--- src/tcc_pkg.sv ---
// Shared constants and types for the thermal code calibration unit.
package tcc_pkg;

  // Calibration temperatures and range-check limits
  localparam int unsigned TEMP_LOW_POINT  = 25;
  localparam int unsigned TEMP_HIGH_POINT = 85;
  localparam int unsigned TEMP_SPAN       = TEMP_HIGH_POINT - TEMP_LOW_POINT;
  localparam int unsigned TEMP_MAX_CHECK  = 125;
  localparam int unsigned CODE_MIN_CHECK  = 75;
  localparam int unsigned CODE_MAX_CHECK  = 175;
  localparam int unsigned FIXED_OFFSET    = 50;

  // Saturation bounds of the result field
  localparam int RESULT_MAX = 16383;
  localparam int RESULT_MIN = -16384;
  localparam int unsigned RESULT_W = 15;

  // Widths fixed by the register map
  localparam int unsigned TRIM_W   = 8;
  localparam int unsigned DIV_W    = 8;
  localparam int unsigned ADDEND_W = 10;
  localparam int unsigned CFG_IDX_W  = 2;
  localparam int unsigned CFG_DATA_W = 8;

  // Configuration register indexes
  localparam logic [CFG_IDX_W-1:0] REG_CAL_MODE    = 2'd0;
  localparam logic [CFG_IDX_W-1:0] REG_RANGE_CHECK = 2'd1;
  localparam logic [CFG_IDX_W-1:0] REG_TRIM_LOW    = 2'd2;
  localparam logic [CFG_IDX_W-1:0] REG_TRIM_HIGH   = 2'd3;

  // Calibration modes; the unused code behaves as the fixed offset mode
  localparam logic [1:0] MODE_TWO_POINT = 2'd0;
  localparam logic [1:0] MODE_ONE_POINT = 2'd1;
  localparam logic [1:0] MODE_FIXED     = 2'd2;
  localparam logic [1:0] MODE_UNUSED    = 2'd3;

  // Commands
  localparam logic CMD_TEMP_TO_CODE = 1'b0;
  localparam logic CMD_CODE_TO_TEMP = 1'b1;

  // Status codes
  localparam logic [1:0] STATUS_OK        = 2'd0;
  localparam logic [1:0] STATUS_RANGE     = 2'd1;
  localparam logic [1:0] STATUS_ZERO_DIFF = 2'd2;

  // Side information that travels with the dividend down the cell row
  typedef struct packed {
    logic [1:0]                  status;
    logic                        neg;
    logic signed [ADDEND_W-1:0]  addend;
  } side_t;

endpackage

--- src/tcc_prep.sv ---
// Front stage: range check, operand selection, magnitude product and divisor.
module tcc_prep #(
  parameter int unsigned VALUE_WIDTH = 8,
  parameter int unsigned MAG_W       = VALUE_WIDTH + 8
) (
  input  logic                       clk_i,
  input  logic                       rst_ni,
  input  logic                       valid_i,
  output logic                       ready_o,
  input  logic                       command_i,
  input  logic [VALUE_WIDTH-1:0]     value_i,
  input  logic [1:0]                 cal_mode_i,
  input  logic                       range_check_i,
  input  logic [tcc_pkg::TRIM_W-1:0] trim_low_i,
  input  logic [tcc_pkg::TRIM_W-1:0] trim_high_i,
  output logic                       valid_o,
  input  logic                       ready_i,
  output logic [MAG_W-1:0]           mag_o,
  output logic [tcc_pkg::DIV_W-1:0]  div_o,
  output tcc_pkg::side_t             side_o
);

  localparam int unsigned SW = VALUE_WIDTH + 1;

  logic                        valid_q;
  logic [MAG_W-1:0]            mag_q, mag_d;
  logic [tcc_pkg::DIV_W-1:0]   div_q, div_d;
  tcc_pkg::side_t              side_q, side_d;

  logic signed [SW-1:0]        val_s;
  logic signed [SW-1:0]        diff_temp;
  logic signed [SW-1:0]        diff_code;
  logic signed [tcc_pkg::TRIM_W:0] trim_diff;
  logic [VALUE_WIDTH-1:0]      abs_temp;
  logic [VALUE_WIDTH-1:0]      abs_code;
  logic [tcc_pkg::TRIM_W-1:0]  abs_trim;
  logic signed [tcc_pkg::ADDEND_W-1:0] lo_s;
  logic                        out_of_range;
  logic [VALUE_WIDTH-1:0]      opnd_a;
  logic [tcc_pkg::DIV_W-1:0]   opnd_b;

  // Signed differences and their magnitudes
  always_comb begin
    val_s     = signed'({1'b0, value_i});
    diff_temp = val_s - signed'(SW'(tcc_pkg::TEMP_LOW_POINT));
    diff_code = val_s - signed'({{(SW-tcc_pkg::TRIM_W){1'b0}}, trim_low_i});
    trim_diff = signed'({1'b0, trim_high_i}) - signed'({1'b0, trim_low_i});
    abs_temp  = diff_temp[SW-1] ? VALUE_WIDTH'(-diff_temp) : VALUE_WIDTH'(diff_temp);
    abs_code  = diff_code[SW-1] ? VALUE_WIDTH'(-diff_code) : VALUE_WIDTH'(diff_code);
    abs_trim  = trim_diff[tcc_pkg::TRIM_W] ? tcc_pkg::TRIM_W'(-trim_diff)
                                           : tcc_pkg::TRIM_W'(trim_diff);
    lo_s      = signed'({2'b00, trim_low_i});
  end

  // Range check of the older sensor variant
  always_comb begin
    if (command_i == tcc_pkg::CMD_TEMP_TO_CODE) begin
      out_of_range = (value_i < VALUE_WIDTH'(tcc_pkg::TEMP_LOW_POINT)) ||
                     (value_i > VALUE_WIDTH'(tcc_pkg::TEMP_MAX_CHECK));
    end else begin
      out_of_range = (value_i < VALUE_WIDTH'(tcc_pkg::CODE_MIN_CHECK)) ||
                     (value_i > VALUE_WIDTH'(tcc_pkg::CODE_MAX_CHECK));
    end
    out_of_range = out_of_range && range_check_i;
  end

  // Map every case onto |a| * b / divisor + addend
  always_comb begin
    opnd_a        = value_i;
    opnd_b        = tcc_pkg::DIV_W'(1);
    div_d         = tcc_pkg::DIV_W'(1);
    side_d.status = tcc_pkg::STATUS_OK;
    side_d.neg    = 1'b0;
    side_d.addend = '0;
    if (out_of_range) begin
      opnd_a        = '0;
      side_d.status = tcc_pkg::STATUS_RANGE;
    end else if (command_i == tcc_pkg::CMD_TEMP_TO_CODE) begin
      case (cal_mode_i)
        tcc_pkg::MODE_TWO_POINT: begin
          opnd_a        = abs_temp;
          opnd_b        = abs_trim;
          div_d         = tcc_pkg::DIV_W'(tcc_pkg::TEMP_SPAN);
          side_d.neg    = diff_temp[SW-1] ^ trim_diff[tcc_pkg::TRIM_W];
          side_d.addend = lo_s;
        end
        tcc_pkg::MODE_ONE_POINT: begin
          side_d.addend = lo_s - signed'(tcc_pkg::ADDEND_W'(tcc_pkg::TEMP_LOW_POINT));
        end
        default: begin
          side_d.addend = signed'(tcc_pkg::ADDEND_W'(tcc_pkg::FIXED_OFFSET));
        end
      endcase
    end else begin
      case (cal_mode_i)
        tcc_pkg::MODE_TWO_POINT: begin
          if (abs_trim == '0) begin
            opnd_a        = '0;
            side_d.status = tcc_pkg::STATUS_ZERO_DIFF;
          end else begin
            opnd_a        = abs_code;
            opnd_b        = tcc_pkg::DIV_W'(tcc_pkg::TEMP_SPAN);
            div_d         = abs_trim;
            side_d.neg    = diff_code[SW-1] ^ trim_diff[tcc_pkg::TRIM_W];
            side_d.addend = signed'(tcc_pkg::ADDEND_W'(tcc_pkg::TEMP_LOW_POINT));
          end
        end
        tcc_pkg::MODE_ONE_POINT: begin
          side_d.addend = signed'(tcc_pkg::ADDEND_W'(tcc_pkg::TEMP_LOW_POINT)) - lo_s;
        end
        default: begin
          side_d.addend = -signed'(tcc_pkg::ADDEND_W'(tcc_pkg::FIXED_OFFSET));
        end
      endcase
    end
    mag_d = MAG_W'(opnd_a) * MAG_W'(opnd_b);
  end

  assign ready_o = !valid_q || ready_i;

  // Hold the stage until the first cell takes it
  always_ff @(posedge clk_i or negedge rst_ni) begin
    if (!rst_ni) begin
      valid_q <= 1'b0;
    end else if (ready_o) begin
      valid_q <= valid_i;
    end
  end

  always_ff @(posedge clk_i) begin
    if (ready_o && valid_i) begin
      mag_q  <= mag_d;
      div_q  <= div_d;
      side_q <= side_d;
    end
  end

  assign valid_o = valid_q;
  assign mag_o   = mag_q;
  assign div_o   = div_q;
  assign side_o  = side_q;

endmodule

--- src/tcc_cell.sv ---
// One cell of the divider row: resolves one quotient bit per transaction.
module tcc_cell #(
  parameter int unsigned MAG_W = 16
) (
  input  logic                      clk_i,
  input  logic                      rst_ni,
  input  logic                      valid_i,
  output logic                      ready_o,
  input  logic [tcc_pkg::DIV_W-1:0] rem_i,
  input  logic [MAG_W-1:0]          nq_i,
  input  logic [tcc_pkg::DIV_W-1:0] div_i,
  input  tcc_pkg::side_t            side_i,
  output logic                      valid_o,
  input  logic                      ready_i,
  output logic [tcc_pkg::DIV_W-1:0] rem_o,
  output logic [MAG_W-1:0]          nq_o,
  output logic [tcc_pkg::DIV_W-1:0] div_o,
  output tcc_pkg::side_t            side_o
);

  logic                        valid_q;
  logic [tcc_pkg::DIV_W-1:0]   rem_q, rem_d;
  logic [MAG_W-1:0]            nq_q, nq_d;
  logic [tcc_pkg::DIV_W-1:0]   div_q;
  tcc_pkg::side_t              side_q;

  logic [tcc_pkg::DIV_W:0]     trial;
  logic [tcc_pkg::DIV_W:0]     diff;
  logic                        fits;

  // Restoring step: bring down the next dividend bit, subtract if it fits
  always_comb begin
    trial = {rem_i, nq_i[MAG_W-1]};
    diff  = trial - {1'b0, div_i};
    fits  = trial >= {1'b0, div_i};
    rem_d = fits ? diff[tcc_pkg::DIV_W-1:0] : trial[tcc_pkg::DIV_W-1:0];
    nq_d  = {nq_i[MAG_W-2:0], fits};
  end

  assign ready_o = !valid_q || ready_i;

  // Advance whenever the next cell is free or draining
  always_ff @(posedge clk_i or negedge rst_ni) begin
    if (!rst_ni) begin
      valid_q <= 1'b0;
    end else if (ready_o) begin
      valid_q <= valid_i;
    end
  end

  always_ff @(posedge clk_i) begin
    if (ready_o && valid_i) begin
      rem_q  <= rem_d;
      nq_q   <= nq_d;
      div_q  <= div_i;
      side_q <= side_i;
    end
  end

  assign valid_o = valid_q;
  assign rem_o   = rem_q;
  assign nq_o    = nq_q;
  assign div_o   = div_q;
  assign side_o  = side_q;

endmodule

--- src/thermal_code_calibration_unit.sv ---
// Top level of the thermal code calibration unit: config registers, cell row, output stage.
// Converts one value per transaction between degrees Celsius and a thermal sensor code and
// takes a new transaction every cycle unless a stall holds the row. It has one front stage
// holding the product, a row of VALUE_WIDTH + 8 divider cells that each resolve one
// quotient bit, and the output register that applies sign, offset and saturation. Every
// mode and direction flows through the same row.
// Stalls on the output ripple back through the row; empty slots are squeezed out.
// Configuration writes are taken every cycle and must only be issued while the unit is idle.
module thermal_code_calibration_unit #(
  parameter int unsigned VALUE_WIDTH = 8
) (
  input  logic                           clk_i,
  input  logic                           rst_ni,
  input  logic                           cfg_valid_i,
  output logic                           cfg_ready_o,
  input  logic [tcc_pkg::CFG_IDX_W-1:0]  cfg_index_i,
  input  logic [tcc_pkg::CFG_DATA_W-1:0] cfg_data_i,
  input  logic                           in_valid_i,
  output logic                           in_ready_o,
  input  logic                           command_i,
  input  logic [VALUE_WIDTH-1:0]         value_i,
  output logic                           out_valid_o,
  input  logic                           out_ready_i,
  output logic signed [tcc_pkg::RESULT_W-1:0] result_o,
  output logic [1:0]                     status_o
);

  localparam int unsigned MAG_W = VALUE_WIDTH + 8;
  localparam int unsigned SUM_W = MAG_W + 2;
  localparam logic signed [SUM_W-1:0] RES_MAX_S = SUM_W'(tcc_pkg::RESULT_MAX);
  localparam logic signed [SUM_W-1:0] RES_MIN_S = SUM_W'(tcc_pkg::RESULT_MIN);

  // Configuration registers
  logic [1:0]                 cal_mode_q;
  logic                       range_check_q;
  logic [tcc_pkg::TRIM_W-1:0] trim_low_q;
  logic [tcc_pkg::TRIM_W-1:0] trim_high_q;

  // Cell row links; index 0 is the front stage output
  logic                      valid_c [MAG_W+1];
  logic                      ready_c [MAG_W+1];
  logic [tcc_pkg::DIV_W-1:0] rem_c   [MAG_W+1];
  logic [MAG_W-1:0]          nq_c    [MAG_W+1];
  logic [tcc_pkg::DIV_W-1:0] div_c   [MAG_W+1];
  tcc_pkg::side_t            side_c  [MAG_W+1];

  // Output stage
  logic                                 out_valid_q;
  logic signed [tcc_pkg::RESULT_W-1:0]  result_q, result_d;
  logic [1:0]                           status_q;
  logic signed [MAG_W:0]                quot_s;
  logic signed [SUM_W-1:0]              sum;
  logic                                 out_ready;

  assign cfg_ready_o = 1'b1;

  // Write configuration registers
  always_ff @(posedge clk_i or negedge rst_ni) begin
    if (!rst_ni) begin
      cal_mode_q    <= tcc_pkg::MODE_ONE_POINT;
      range_check_q <= 1'b0;
      trim_low_q    <= tcc_pkg::TRIM_W'(55);
      trim_high_q   <= '0;
    end else if (cfg_valid_i) begin
      case (cfg_index_i)
        tcc_pkg::REG_CAL_MODE:    cal_mode_q    <= cfg_data_i[1:0];
        tcc_pkg::REG_RANGE_CHECK: range_check_q <= cfg_data_i[0];
        tcc_pkg::REG_TRIM_LOW:    trim_low_q    <= cfg_data_i[tcc_pkg::TRIM_W-1:0];
        tcc_pkg::REG_TRIM_HIGH:   trim_high_q   <= cfg_data_i[tcc_pkg::TRIM_W-1:0];
        default: ;
      endcase
    end
  end

  tcc_prep #(
    .VALUE_WIDTH (VALUE_WIDTH),
    .MAG_W       (MAG_W)
  ) u_prep (
    .clk_i         (clk_i),
    .rst_ni        (rst_ni),
    .valid_i       (in_valid_i),
    .ready_o       (in_ready_o),
    .command_i     (command_i),
    .value_i       (value_i),
    .cal_mode_i    (cal_mode_q),
    .range_check_i (range_check_q),
    .trim_low_i    (trim_low_q),
    .trim_high_i   (trim_high_q),
    .valid_o       (valid_c[0]),
    .ready_i       (ready_c[0]),
    .mag_o         (nq_c[0]),
    .div_o         (div_c[0]),
    .side_o        (side_c[0])
  );

  assign rem_c[0] = '0;

  // Divider row, most significant quotient bit first
  for (genvar i = 0; i < MAG_W; i++) begin : g_cell
    tcc_cell #(
      .MAG_W (MAG_W)
    ) u_cell (
      .clk_i   (clk_i),
      .rst_ni  (rst_ni),
      .valid_i (valid_c[i]),
      .ready_o (ready_c[i]),
      .rem_i   (rem_c[i]),
      .nq_i    (nq_c[i]),
      .div_i   (div_c[i]),
      .side_i  (side_c[i]),
      .valid_o (valid_c[i+1]),
      .ready_i (ready_c[i+1]),
      .rem_o   (rem_c[i+1]),
      .nq_o    (nq_c[i+1]),
      .div_o   (div_c[i+1]),
      .side_o  (side_c[i+1])
    );
  end

  assign out_ready      = !out_valid_q || out_ready_i;
  assign ready_c[MAG_W] = out_ready;

  // Apply sign, add offset, saturate
  always_comb begin
    quot_s = side_c[MAG_W].neg ? -signed'({1'b0, nq_c[MAG_W]})
                               :  signed'({1'b0, nq_c[MAG_W]});
    sum    = SUM_W'(quot_s) + SUM_W'(side_c[MAG_W].addend);
    if (sum > RES_MAX_S) begin
      result_d = tcc_pkg::RESULT_W'(RES_MAX_S);
    end else if (sum < RES_MIN_S) begin
      result_d = tcc_pkg::RESULT_W'(RES_MIN_S);
    end else begin
      result_d = sum[tcc_pkg::RESULT_W-1:0];
    end
  end

  // Hold the result until it is taken
  always_ff @(posedge clk_i or negedge rst_ni) begin
    if (!rst_ni) begin
      out_valid_q <= 1'b0;
    end else if (out_ready) begin
      out_valid_q <= valid_c[MAG_W];
    end
  end

  always_ff @(posedge clk_i) begin
    if (out_ready && valid_c[MAG_W]) begin
      result_q <= result_d;
      status_q <= side_c[MAG_W].status;
    end
  end

  assign out_valid_o = out_valid_q;
  assign result_o    = result_q;
  assign status_o    = status_q;

  // A rejected or undefined conversion always reports a zero result
  assert property (@(posedge clk_i) disable iff (!rst_ni)
    out_valid_o && (status_o != tcc_pkg::STATUS_OK) |-> result_o == '0)
    else $error("non-ok status with non-zero result");

  // The divider never sees a zero divisor
  assert property (@(posedge clk_i) disable iff (!rst_ni)
    valid_c[0] |-> div_c[0] != '0)
    else $error("zero divisor entered the cell row");

  // A mode write takes effect on the next cycle
  assert property (@(posedge clk_i) disable iff (!rst_ni)
    cfg_valid_i && (cfg_index_i == tcc_pkg::REG_CAL_MODE)
      |=> cal_mode_q == $past(cfg_data_i[1:0]))
    else $error("calibration mode write lost");

  // A stalled output stage only backs up the row where the last cell is full
  assert property (@(posedge clk_i) disable iff (!rst_ni)
    !ready_c[MAG_W-1] |-> valid_c[MAG_W] && out_valid_q && !out_ready_i)
    else $error("last cell stalled without a blocked output");

endmodule
--- config.mk ---
export PLATFORM = sky130hd
export DESIGN_NAME = thermal_code_calibration_unit
export DESIGN_NICKNAME = d
export VERILOG_FILES = /design/src/tcc_pkg.sv /design/src/tcc_prep.sv /design/src/tcc_cell.sv /design/src/thermal_code_calibration_unit.sv
export SDC_FILE = /design/constraint.sdc
export NUM_CORES = 1
export LEC_CHECK = 0
export ABC_AREA = 0
export BUFFER_PORTS_ARGS = -buffer_cell sky130_fd_sc_hd__buf_2
export CAP_MARGIN = 10
export CORE_ASPECT_RATIO = 1.2
export CORE_MARGIN = 2
export CORE_UTILIZATION = 55
export CTS_CLUSTER_SIZE = 28
export DETAILED_ROUTE_END_ITERATION = 16
export GPL_TIMING_DRIVEN = 1
export HOLD_SLACK_MARGIN = 0.15
export PLACE_DENSITY_LB_ADDON = 0.08
export SETUP_SLACK_MARGIN = 0.1
export SYNTH_ARGS = -nofsm -noshare
export SYNTH_HDL_FRONTEND = slang
export SYNTH_SLANG_ARGS = --single-unit
--- constraint.sdc ---
create_clock -name clk_i -period 15.5 [get_ports clk_i]
set_clock_uncertainty 0.2 [all_clocks]
set_input_delay 1.55 -clock clk_i [delete_from_list [all_inputs] [get_ports clk_i]]
set_output_delay 1.55 -clock clk_i [all_outputs]
set_load 0.005 [all_outputs]
== Word-level counts from Yosys, hierarchy flattened ==
Cells that the tools add are included.
W data, S select, Z words.
Word-level totals
  bits in registers: 795
Cells by class
  add/subtract/negate cells: 25
  $mul: 1
  $lt $le $gt $ge: 22
  equality and inequality tests: 4
  muxes and demuxes: 43
  bitwise logic cells: 4
  reduce and logical (&&, ||, !) cells: 65
Operator list (number)
  $mux W8: 29
  $ge A9 B8 Y1: 15
  $sub A8 B8 Y8: 14
  $pmux W10 S2: 2
  $neg A8 Y8: 3
  $mux W11: 2
  $logic_or A1 B1 Y1: 20
  $logic_and A1 B1 Y1: 19
  $add A17 B10 Y18: 1
  $gt A18 B15 Y1 const B: 1
  $logic_not A1 Y1: 18
  $lt A18 B15 Y1 const B: 1
  $sub A8 B5 Y9 const B: 2
  $sub A8 B8 Y9: 2
  $mux W17: 1
  $neg A16 Y17: 1
  $mul A8 B8 Y16: 1
  $mux W15: 1
  $mux W6: 2
  $sub A5 B8 Y9 const A: 1
  $ge A1 B8 Y1: 1
  $gt A8 B7 Y1 const B: 1
  $gt A8 B8 Y1 const B: 1
  $logic_not A8 Y1: 1
  12 further kinds: 24

== Longest topological paths before layout ==
Gate-level depths: netlist (run 1).
  word-level depth: 20
  mapped depth: 32

== Modules after synthesis ==
A second synthesis (run 1) with hierarchy kept.
Second synthesis, totals
  cell total of the unflattened synthesis: 2779
  area total of the unflattened synthesis: 38964.9 um^2
By module, submodules not included
  tcc_cell (g_cell[15].u_cell ...): instances 9, cells an instance 118, area an instance 1915.6 um^2
  tcc_cell (g_cell[0].u_cell ...): instances 6, cells an instance 115, area an instance 1934.4 um^2
  tcc_prep: instances 1, cells an instance 651, area an instance 5577.8 um^2
  thermal_code_calibration_unit: instances 1, cells an instance 259, area an instance 2626.3 um^2
  tcc_cell (g_cell[9].u_cell): instances 1, cells an instance 117, area an instance 1914.3 um^2

== Worst setup path after synthesis (run 1) ==
Ideal clock, no wire load.
  kind: input -> register
  start: input port value_i[0]
  end: register u_prep.mag_q[15], in the netlist u_prep.mag_o[15] (data pin)
  library setup time: 260 ps
  data arrival time: 7616 ps
  required time: 15040 ps
  slack: 7424 ps
  stages on the path: 30
  cell sequence: buf_2 -> inv_1 -> ha_1 -> inv_1 -> fa_1 -> a211oi_1 -> o21ai_0 -> a21o_1 -> a21o_1 -> clkbuf_1 -> nor2_1 -> xor2_1 -> a31oi_1 -> o211ai_1 -> nor2_1 -> fa_1 -> fa_1 -> inv_1 -> fa_1 -> fa_1 -> inv_1 -> ha_1 -> o21ai_0 -> a21boi_0 -> o21ai_0 -> a21oi_1 -> a211o_1 -> a21o_1 -> a21oi_1 -> xnor2_1
Between the ends
  cells in the longest elaborated chain, start to end: 8
RTL lines
  start: declaration: line thermal_code_calibration_unit.sv:21  | input logic [VALUE_WIDTH-1:0] value_i,
  $sub A8 B8 Y9: line tcc_prep.sv:46  | diff_code = val_s - signed'({{(SW-tcc_pkg::TRIM_W){1'b0}}, trim_low_i});
  $neg A8 Y8: line tcc_prep.sv:49  | abs_code = diff_code[SW-1] ? VALUE_WIDTH'(-diff_code) : VALUE_WIDTH'(diff_code);
  $mux W8: line tcc_prep.sv:49
  $mux W8: line tcc_prep.sv:97  | if (abs_trim == '0) begin
  $mux W8: line tcc_prep.sv:95  | case (cal_mode_i)
  $mux W8: line tcc_prep.sv:78  | end else if (command_i == tcc_pkg::CMD_TEMP_TO_CODE) begin
  $mux W8: line tcc_prep.sv:75  | if (out_of_range) begin
  $mul A8 B8 Y16 (*): line tcc_prep.sv:116  | mag_d = MAG_W'(opnd_a) * MAG_W'(opnd_b);
  net u_prep.mag_d[15]: line tcc_prep.sv:26  | logic [MAG_W-1:0] mag_q, mag_d;
  end signal: assignment: line tcc_prep.sv:132  | mag_q <= mag_d;
  end: declaration: line tcc_prep.sv:26
The timed path passes the listed nets; every way through them passes the cells marked *.
A chain may end at the register's enable or synchronous reset.

== Worst setup path after layout (run 1) ==
  start: register trim_low_q[0] (netlist name)
  end: register u_prep.mag_q[15], in the netlist u_prep.mag_o[15] (data pin)
Between the ends
  cells in the longest elaborated chain, start to end: 9
RTL lines
  start: declaration: line thermal_code_calibration_unit.sv:36  | logic [tcc_pkg::TRIM_W-1:0] trim_low_q;
  start signal: assignment: line thermal_code_calibration_unit.sv:62  | trim_low_q <= tcc_pkg::TRIM_W'(55);
  start signal: assignment: line thermal_code_calibration_unit.sv:68  | tcc_pkg::REG_TRIM_LOW: trim_low_q <= cfg_data_i[tcc_pkg::TRIM_W-1:0];
  $sub A8 B8 Y9: line tcc_prep.sv:47  | trim_diff = signed'({1'b0, trim_high_i}) - signed'({1'b0, trim_low_i});
  $neg A8 Y8: line tcc_prep.sv:50  | abs_trim = trim_diff[tcc_pkg::TRIM_W] ? tcc_pkg::TRIM_W'(-trim_diff)
  $mux W8: line tcc_prep.sv:50
  $logic_not A8 Y1: line tcc_prep.sv:97
  $mux W8 or $mux W6 (tied branches): line tcc_prep.sv:97
  $mux W8: line tcc_prep.sv:95
  $mux W8: line tcc_prep.sv:78
  $mux W8: line tcc_prep.sv:75
  $mul A8 B8 Y16 (*): line tcc_prep.sv:116
  net u_prep.mag_d[15]: line tcc_prep.sv:26
Marked as above.

==> results of run 1 <==
==> cell families after synthesis <==
| group | Yosys count |
|---|---|
| mux | 37 |
| buf+inv | 299 |
| flops | 778 |
| fa+ha+maj | 253 |
| other cells | 1 |
| compound gates | 456 |
| simple gates | 590 |
| xor+xnor | 145 |
==> cells in the final DEF (no fill, tap or decap), drive strengths merged, types with 14 or more instances in the layout <==
cell type | netlist | final
a21oi | 150 | 150
and2 | 14 | 14
a21boi | 34 | 34
ha | 200 | 200
or2 | 23 | 23
a211oi | 22 | 22
a2bb2oi | 14 | 14
nand4 | 33 | 33
buf | 9 | 61
clkinv | 0 | 38
a31oi | 16 | 16
nand3 | 21 | 21
edfxtp | 741 | 741
inv | 257 | 259
nor2 | 248 | 248
nor2b | 49 | 49
xor2 | 30 | 30
xnor2 | 115 | 115
dfrtp | 31 | 31
nor3 | 33 | 33
o21ai | 122 | 122
mux2 | 34 | 34
a21o | 32 | 32
clkbuf | 33 | 92
nand2 | 86 | 86
fa | 53 | 53
nand2b | 50 | 50
==> area by class of cell <==
cell class                 instances  area share, %
sequential                       778          59.28
multi-input combinational       1482          28.28
clock buffer                      92          5.227
tap                              824          2.636
inverter                         257          2.466
clock inverter                    50          1.171
timing repair buffer              61         0.9341
antenna                            1       0.006398
==> worst register-to-register path, cell delays in order (launching register included) <==
cell,delay [ns]
dfstp_2,0.62
ha_1,0.18
inv_1,0.05
fa_1,0.45
a211oi_2,0.37
o211ai_1,0.17
a21oi_1,0.76
o21ai_0,0.27
xnor2_1,0.36
and4b_1,0.30
nand3_2,0.36
a21oi_1,0.79
nor2_1,0.14
fa_1,0.42
fa_1,0.54
inv_1,0.05
fa_1,0.46
fa_1,0.55
inv_1,0.04
ha_1,0.32
o21ai_0,0.12
a21boi_0,0.16
o21ai_0,0.26
a21oi_1,0.16
a211o_1,0.32
a21o_1,0.18
a21oi_1,0.16
xnor2_1,0.08
==> per-stage QoR <==
step                      util [%]  hold WS [ns]
after floorplan                  -        0.2003
after detailed placement     57.64        0.2045
after global placement       57.64        0.2003
after global routing         61.65        0.2082
after CTS                    61.58        0.1978
final                        61.65        0.2001
==> how the worst max path moves through the flow <==
stage                             endpoint  slack (ns)  cells after the start
after floorplan           u_prep.mag_o[15]        7.42                     30
after global placement    u_prep.mag_o[15]        6.49                     22
after detailed placement  u_prep.mag_o[15]        6.33                     23
after CTS                 u_prep.mag_o[15]        6.47                     27
after global routing      u_prep.mag_o[15]        5.81                     27
final                     u_prep.mag_o[15]        6.41                     27
==> routing by layer <==
| layer | track usage (%) | wire, microns |
|---|---|---|
| met1 | 21.39 | 24520 |
| met2 | 40.14 | 36940 |
| met3 | 2.771 | 1975 |
| met4 | 9.391 | 2671 |
| met5 | 0 | 0 |
==> power by group through the flow <==
stage,Clock [uW],Sequential [uW],Combinational (uW)
final,1810,3200,2450
after global routing,1940,3250,2770
after CTS,1860,3210,2460
after detailed placement,0,3250,2440
after global placement,0,3230,2390
after floorplan,0,3150,1870
==> state kept, by name, summed over array words and instances, names as in the netlist <==
name,count
u_prep.div_o,8
u_prep.valid_o,1
u_prep.mag_o,16
status_o,2
g_cell.u_cell.nq_o,256
cal_mode_q,2
trim_low_q,8
trim_high_q,8
range_check_q,1
result_o,15
out_valid_o,1
u_prep.side_o,12
g_cell.u_cell.div_o,120
g_cell.u_cell.valid_o,16
g_cell.u_cell.side_o,192
g_cell.u_cell.rem_o,120
==> reports/qor.yml, run 1 <==
detailed_routing:
  ant_nets: 0
  viasPerCell: 5.515
  routedWlPerCell_microns: 18.65
  vias: 19550
  wirelength_microns: 66110
  firstDrtPassIters: 5
  drc: 0
  drt_iter0_markers: 1089
setup_path:
  reg2reg_depth: 27
  end_kind: "flop"
  cp.required_ns: 15.66
  worst_setup_path_start_kind: "flop"
  slowest_delay_ns: 0.78
  worstPathArrival_ns: 9.25
  path_class: "reg2reg"
  cpLargestDelayFamily: "compound AO/OA/AOI/OAI gates"
  worstReg2RegStart: "trim_low_q[0]"
  crit_buf_inv: 3
  cp-startpoint: "trim_low_q[0]"
  reg2reg_to: "u_prep.mag_o[15]"
  worst-r2r-setup-slack_ns: 6.41
  crit_path_frequent_cell: "fa_1"
  cp_max_fo: 17
  crit_slowest_cell: "a21oi_1"
sta:
  slew_headroom_pct: 21.25
  setup_viol: 0
  period_share_pct: 58.64
  slew_viol_final: 0
  fin_tns_setup_ns: 0
  fmax_mhz: 110.0
  setup_ws_ns: 6.411
  min_period_ns: 9.089
  rsz0062_at_grt: "no"
  hold_violations: 0
  worst_slew_pin_slew_ns: 1.177
synth:
  synth-xor-area-share_pct: 3.619
  ys_top_cells_by_area: "edfxtp_1 (63%), ha_1 (7.1%), fa_1 (3.0%), xnor2_1 (2.8%), inv_1 (2.7%)"
  synth_flop_cell: "edfxtp_1"
  async_flop_share_pct: 4.756
  syn-num-nets: 2836
  synth_cell_types: 82
  syn_area_sq_mm: 0.03530
  synth_top_family_by_area: "adder cells"
  synth_mux_area_share_pct: 1.170
  yosys.area.top_type: "edfxtp_1"
  synth_edf_count: 741
  ys_seq_area_share_pct: 65.67
  synth-seq-cells: 778
  synthCells: 2559
  avgSynthCellArea_sq_um: 13.80
  synth_common_cells: "edfxtp_1 (741), inv_1 (257), nor2_1 (248), ha_1 (200), a21oi_1 (148)"
  synth_compound_area_share_pct: 8.169
  synth-simple-area-share_pct: 8.024
  synth_top_area_share_pct: 63.03
  yosys_warnings: 0
  synth.most_common_cell: "edfxtp_1"
  synthAdderAreaFrac_pct: 10.09
power_and_ir_drop:
  leakage_uw: 0.01518
  switching_share_pct: 32.59
  p_clk_share_pct: 24.2
  seqPwrFrac_pct: 42.9
  internal_power_uw: 5031
  power_density_mw_per_mm2: 190.8
  p_total_uw: 7462
  p_switching_uw: 2432
  ir_drop_v: 0.0001149
  comb_power_share_pct: 32.9
placement:
  hpwl_microns: 48340
  dp_cells: 3398
  io_buffers: 42
  gp_congestion: 0.9258
  post-place-ws_ns: 6.335
  dpl_cell_area_sq_mm: 0.03656
floorplanning:
  row_count: 101
  die_area_sq_mm: 0.06624
  ioPinCount: 44
  start_util_pct: 55.65
  die_w_microns: 235.3
  die_height_microns: 281.5
  coreArea_sq_mm: 0.06344
grt:
  grt_pass1_wl_microns: 105000
  globalRouteOverflowTotal: 0
  track_usage_pct: 20.36
  grt_pass1_vias: 20139
  grt_max_degree: 45
  antenna_found_initial: 0
clocking:
  ctsResizeCount: 0
  cts_setup_buffers: 0
  cts_tree: "yes"
  htree_levels: 3
  cts_root_buf: "clkbuf_16"
  path_clk_slew_ns: 0.06
  clk_path_buf_depth: 3
  cts_buffers: 77
  cts.sinks: 778
  hold_buffers: 0
  clock_latency_ns: 0.62
finish:
  fin_area_sq_mm: 0.03911
  multi_input_area_sq_mm: 0.01106
  drive_above_1_share_pct: 10.04
  nets: 2934
  fill_cells: 4827
  syn_to_final_growth_pct: 10.79
  seq_area_sq_mm: 0.02318
  post_layout_nonfiller_instances: 3545
worst_hold_path:
  hold_class: "reg2reg"
  hold_depth: 0
  hold_end: "g_cell[11].u_cell.nq_o[6]"
  min_from: "g_cell[10].u_cell.nq_o[5]"
job:
  max_cap_violations: 0
run_status:
  status: "complete, no violations"
No activity file was read; power rests on OpenSTA's default activity.
==> run 2, diff against run 1 <==
- clock period: 15.5 -> 9.45 ns (I/O delays scaled with it)
==> run 2 against run 1 <==
Sequential cell count is the same. Register-to-register slack worse by 5.4 ns. Global-route usage grew 0.20 points. Sequential share of layout area shrank 0.10 points. Wire length is 0.41% higher. Largest cell class unchanged. Highest routed layer unchanged.
==> reports/qor.yml, run 2 (synthesis results as in run 1) <==
setup_path:
  crit_slowest_cell: "o21ai_1"
  crit_path_frequent_cell: "fa_1"
  cp_max_fo: 17
  cp-startpoint: "trim_low_q[0]"
  worstReg2RegStart: "trim_low_q[0]"
  worstPathArrival_ns: 8.58
  slowest_delay_ns: 0.67
  cp.required_ns: 9.59
  worst_setup_path_start_kind: "flop"
  end_kind: "flop"
  crit_buf_inv: 3
  path_class: "reg2reg"
  cpLargestDelayFamily: "compound AO/OA/AOI/OAI gates"
floorplanning:
  ioPinCount: 44
  die_height_microns: 281.5
  start_util_pct: 55.65
  row_count: 101
  die_w_microns: 235.3
  coreArea_sq_mm: 0.06344
  die_area_sq_mm: 0.06624
clocking:
  clock_latency_ns: 0.61
  htree_levels: 3
  hold_buffers: 0
  path_clk_slew_ns: 0.06
  ctsResizeCount: 0
  cts.sinks: 778
  cts_tree: "yes"
  cts_root_buf: "clkbuf_16"
  cts_buffers: 78
  clk_path_buf_depth: 3
  cts_setup_buffers: 0
worst_hold_path:
  min_from: "g_cell[8].u_cell.side_o[11]"
  hold_class: "reg2reg"
sta:
  hold_violations: 0
  slew_headroom_pct: 19.10
  slew_viol_final: 0
  fmax_mhz: 118.5
  setup_viol: 0
  fin_tns_setup_ns: 0
  worst_slew_pin_slew_ns: 1.209
  min_period_ns: 8.438
  period_share_pct: 89.29
  rsz0062_at_grt: "no"
grt:
  grt_max_degree: 45
  grt_pass1_wl_microns: 106900
  grt_pass1_vias: 20735
  antenna_found_initial: 0
  globalRouteOverflowTotal: 0
  track_usage_pct: 20.57
detailed_routing:
  firstDrtPassIters: 5
  ant_nets: 0
  drc: 0
  wirelength_microns: 66380
  drt_iter0_markers: 901
  vias: 19600
  routedWlPerCell_microns: 18.71
  viasPerCell: 5.524
finish:
  antenna_cells: 0
  syn_to_final_growth_pct: 10.98
  final_common_cell: "edfxtp_1"
  post_layout_nonfiller_instances: 3548
  nets: 2941
  drive_above_1_share_pct: 10.24
  fin_area_sq_mm: 0.03918
  most-common-layout-cells: "edfxtp_1 (741), inv_1 (257), nor2_1 (248), ha_1 (200), a21oi_1 (148)"
  largest_reg_flops: 256
power_and_ir_drop:
  p_clk_share_pct: 24.8
  switching_share_pct: 32.38
  p_switching_uw: 3991
  internal_power_uw: 8334
  ir_drop_v: 0.0001722
  leakage_uw: 0.01523
  comb_power_share_pct: 32.6
  seqPwrFrac_pct: 42.6
  power_density_mw_per_mm2: 314.6
placement:
  io_buffers: 42
  gp_congestion: 0.8916
  dp_cells: 3405
  hpwl_microns: 48620
  dpl_cell_area_sq_mm: 0.03662
run_status:
  status: "complete, no violations"
job:
  max_cap_violations: 0
## run 2: cell types whose count changed in the layout (fill, tap and decap cells not counted), moves of 3 or more
cell / previous run / this run
bufinv_16: 5 / 8
clkinv_1: 15 / 11
clkbuf_8: 4 / 1
buf_4: 18 / 25
## run 2: metrics by stage
step / total power, uW / setup WS, ns / hold WS, ns / util [%]
after floorplan: 8246 / 1.979 / 0.2003 / -
after global placement: 9213 / 1.049 / 0.2001 / 57.72
after detailed placement: 9331 / 0.9377 / 0.2045 / 57.72
after CTS: 12420 / 0.9573 / 0.1876 / 61.73
after global routing: 13120 / 0.5223 / 0.1929 / 61.76
final: 12330 / 1.012 / 0.1945 / 61.76
## run 2: cell type report
type / instances / area (sq um)
Clock inverter: 48 / 505.5
Fill cell: 4771 / 24260
Clock buffer: 92 / 2036
Inverter: 257 / 964.7
Sequential cell: 778 / 23180
Timing Repair Buffer: 67 / 397.9
Tap cell: 824 / 1031
Multi-Input combinational cell: 1482 / 11060
## run 2: power groups by stage
stage	Combinational (uW)	Clock [uW]	Sequential (uW)
3_3_place_gp	3910	0	5300
6_report	4020	3050	5250
3_5_place_dp	4000	0	5330
2_1_floorplan	3070	0	5170
5_1_grt	4540	3250	5330
4_1_cts	4040	3120	5260
## run 2: path summary, 6_finish.rpt
check,to,slack [ns],depth (start not counted)
max reg2reg,u_prep.mag_o[15],1.01,26
max,u_prep.mag_o[15],1.01,26
min reg2reg,g_cell[9].u_cell.side_o[11],0.19,0
max in group asynchronous,g_cell[12].u_cell.valid_o,8.21,1
min,g_cell[9].u_cell.side_o[11],0.19,0
min in group asynchronous,trim_high_q[2],0.26,1
## run 2: layer usage
| metal | vias up | part of all wire [%] | global-route usage (%) |
|---|---|---|---|
| li1 | 9474 | - | - |
| met2 | 329 | 57 | 42.01 |
| met3 | 139 | 2.7 | 2.536 |
| met1 | 9658 | 36 | 20.66 |
| met4 | 0 | 3.8 | 9.032 |
| met5 | - | 0 | 0 |
## run 2: worst reg2reg max path: cells and delay by family, from the launching register on
family | cells | cell delay, ns
compound gates | 11 | 3.00
buf+inv | 3 | 0.14
fa+ha+maj | 7 | 2.96
flops | 1 | 0.64
simple gates | 4 | 1.13
xor+xnor | 1 | 0.09
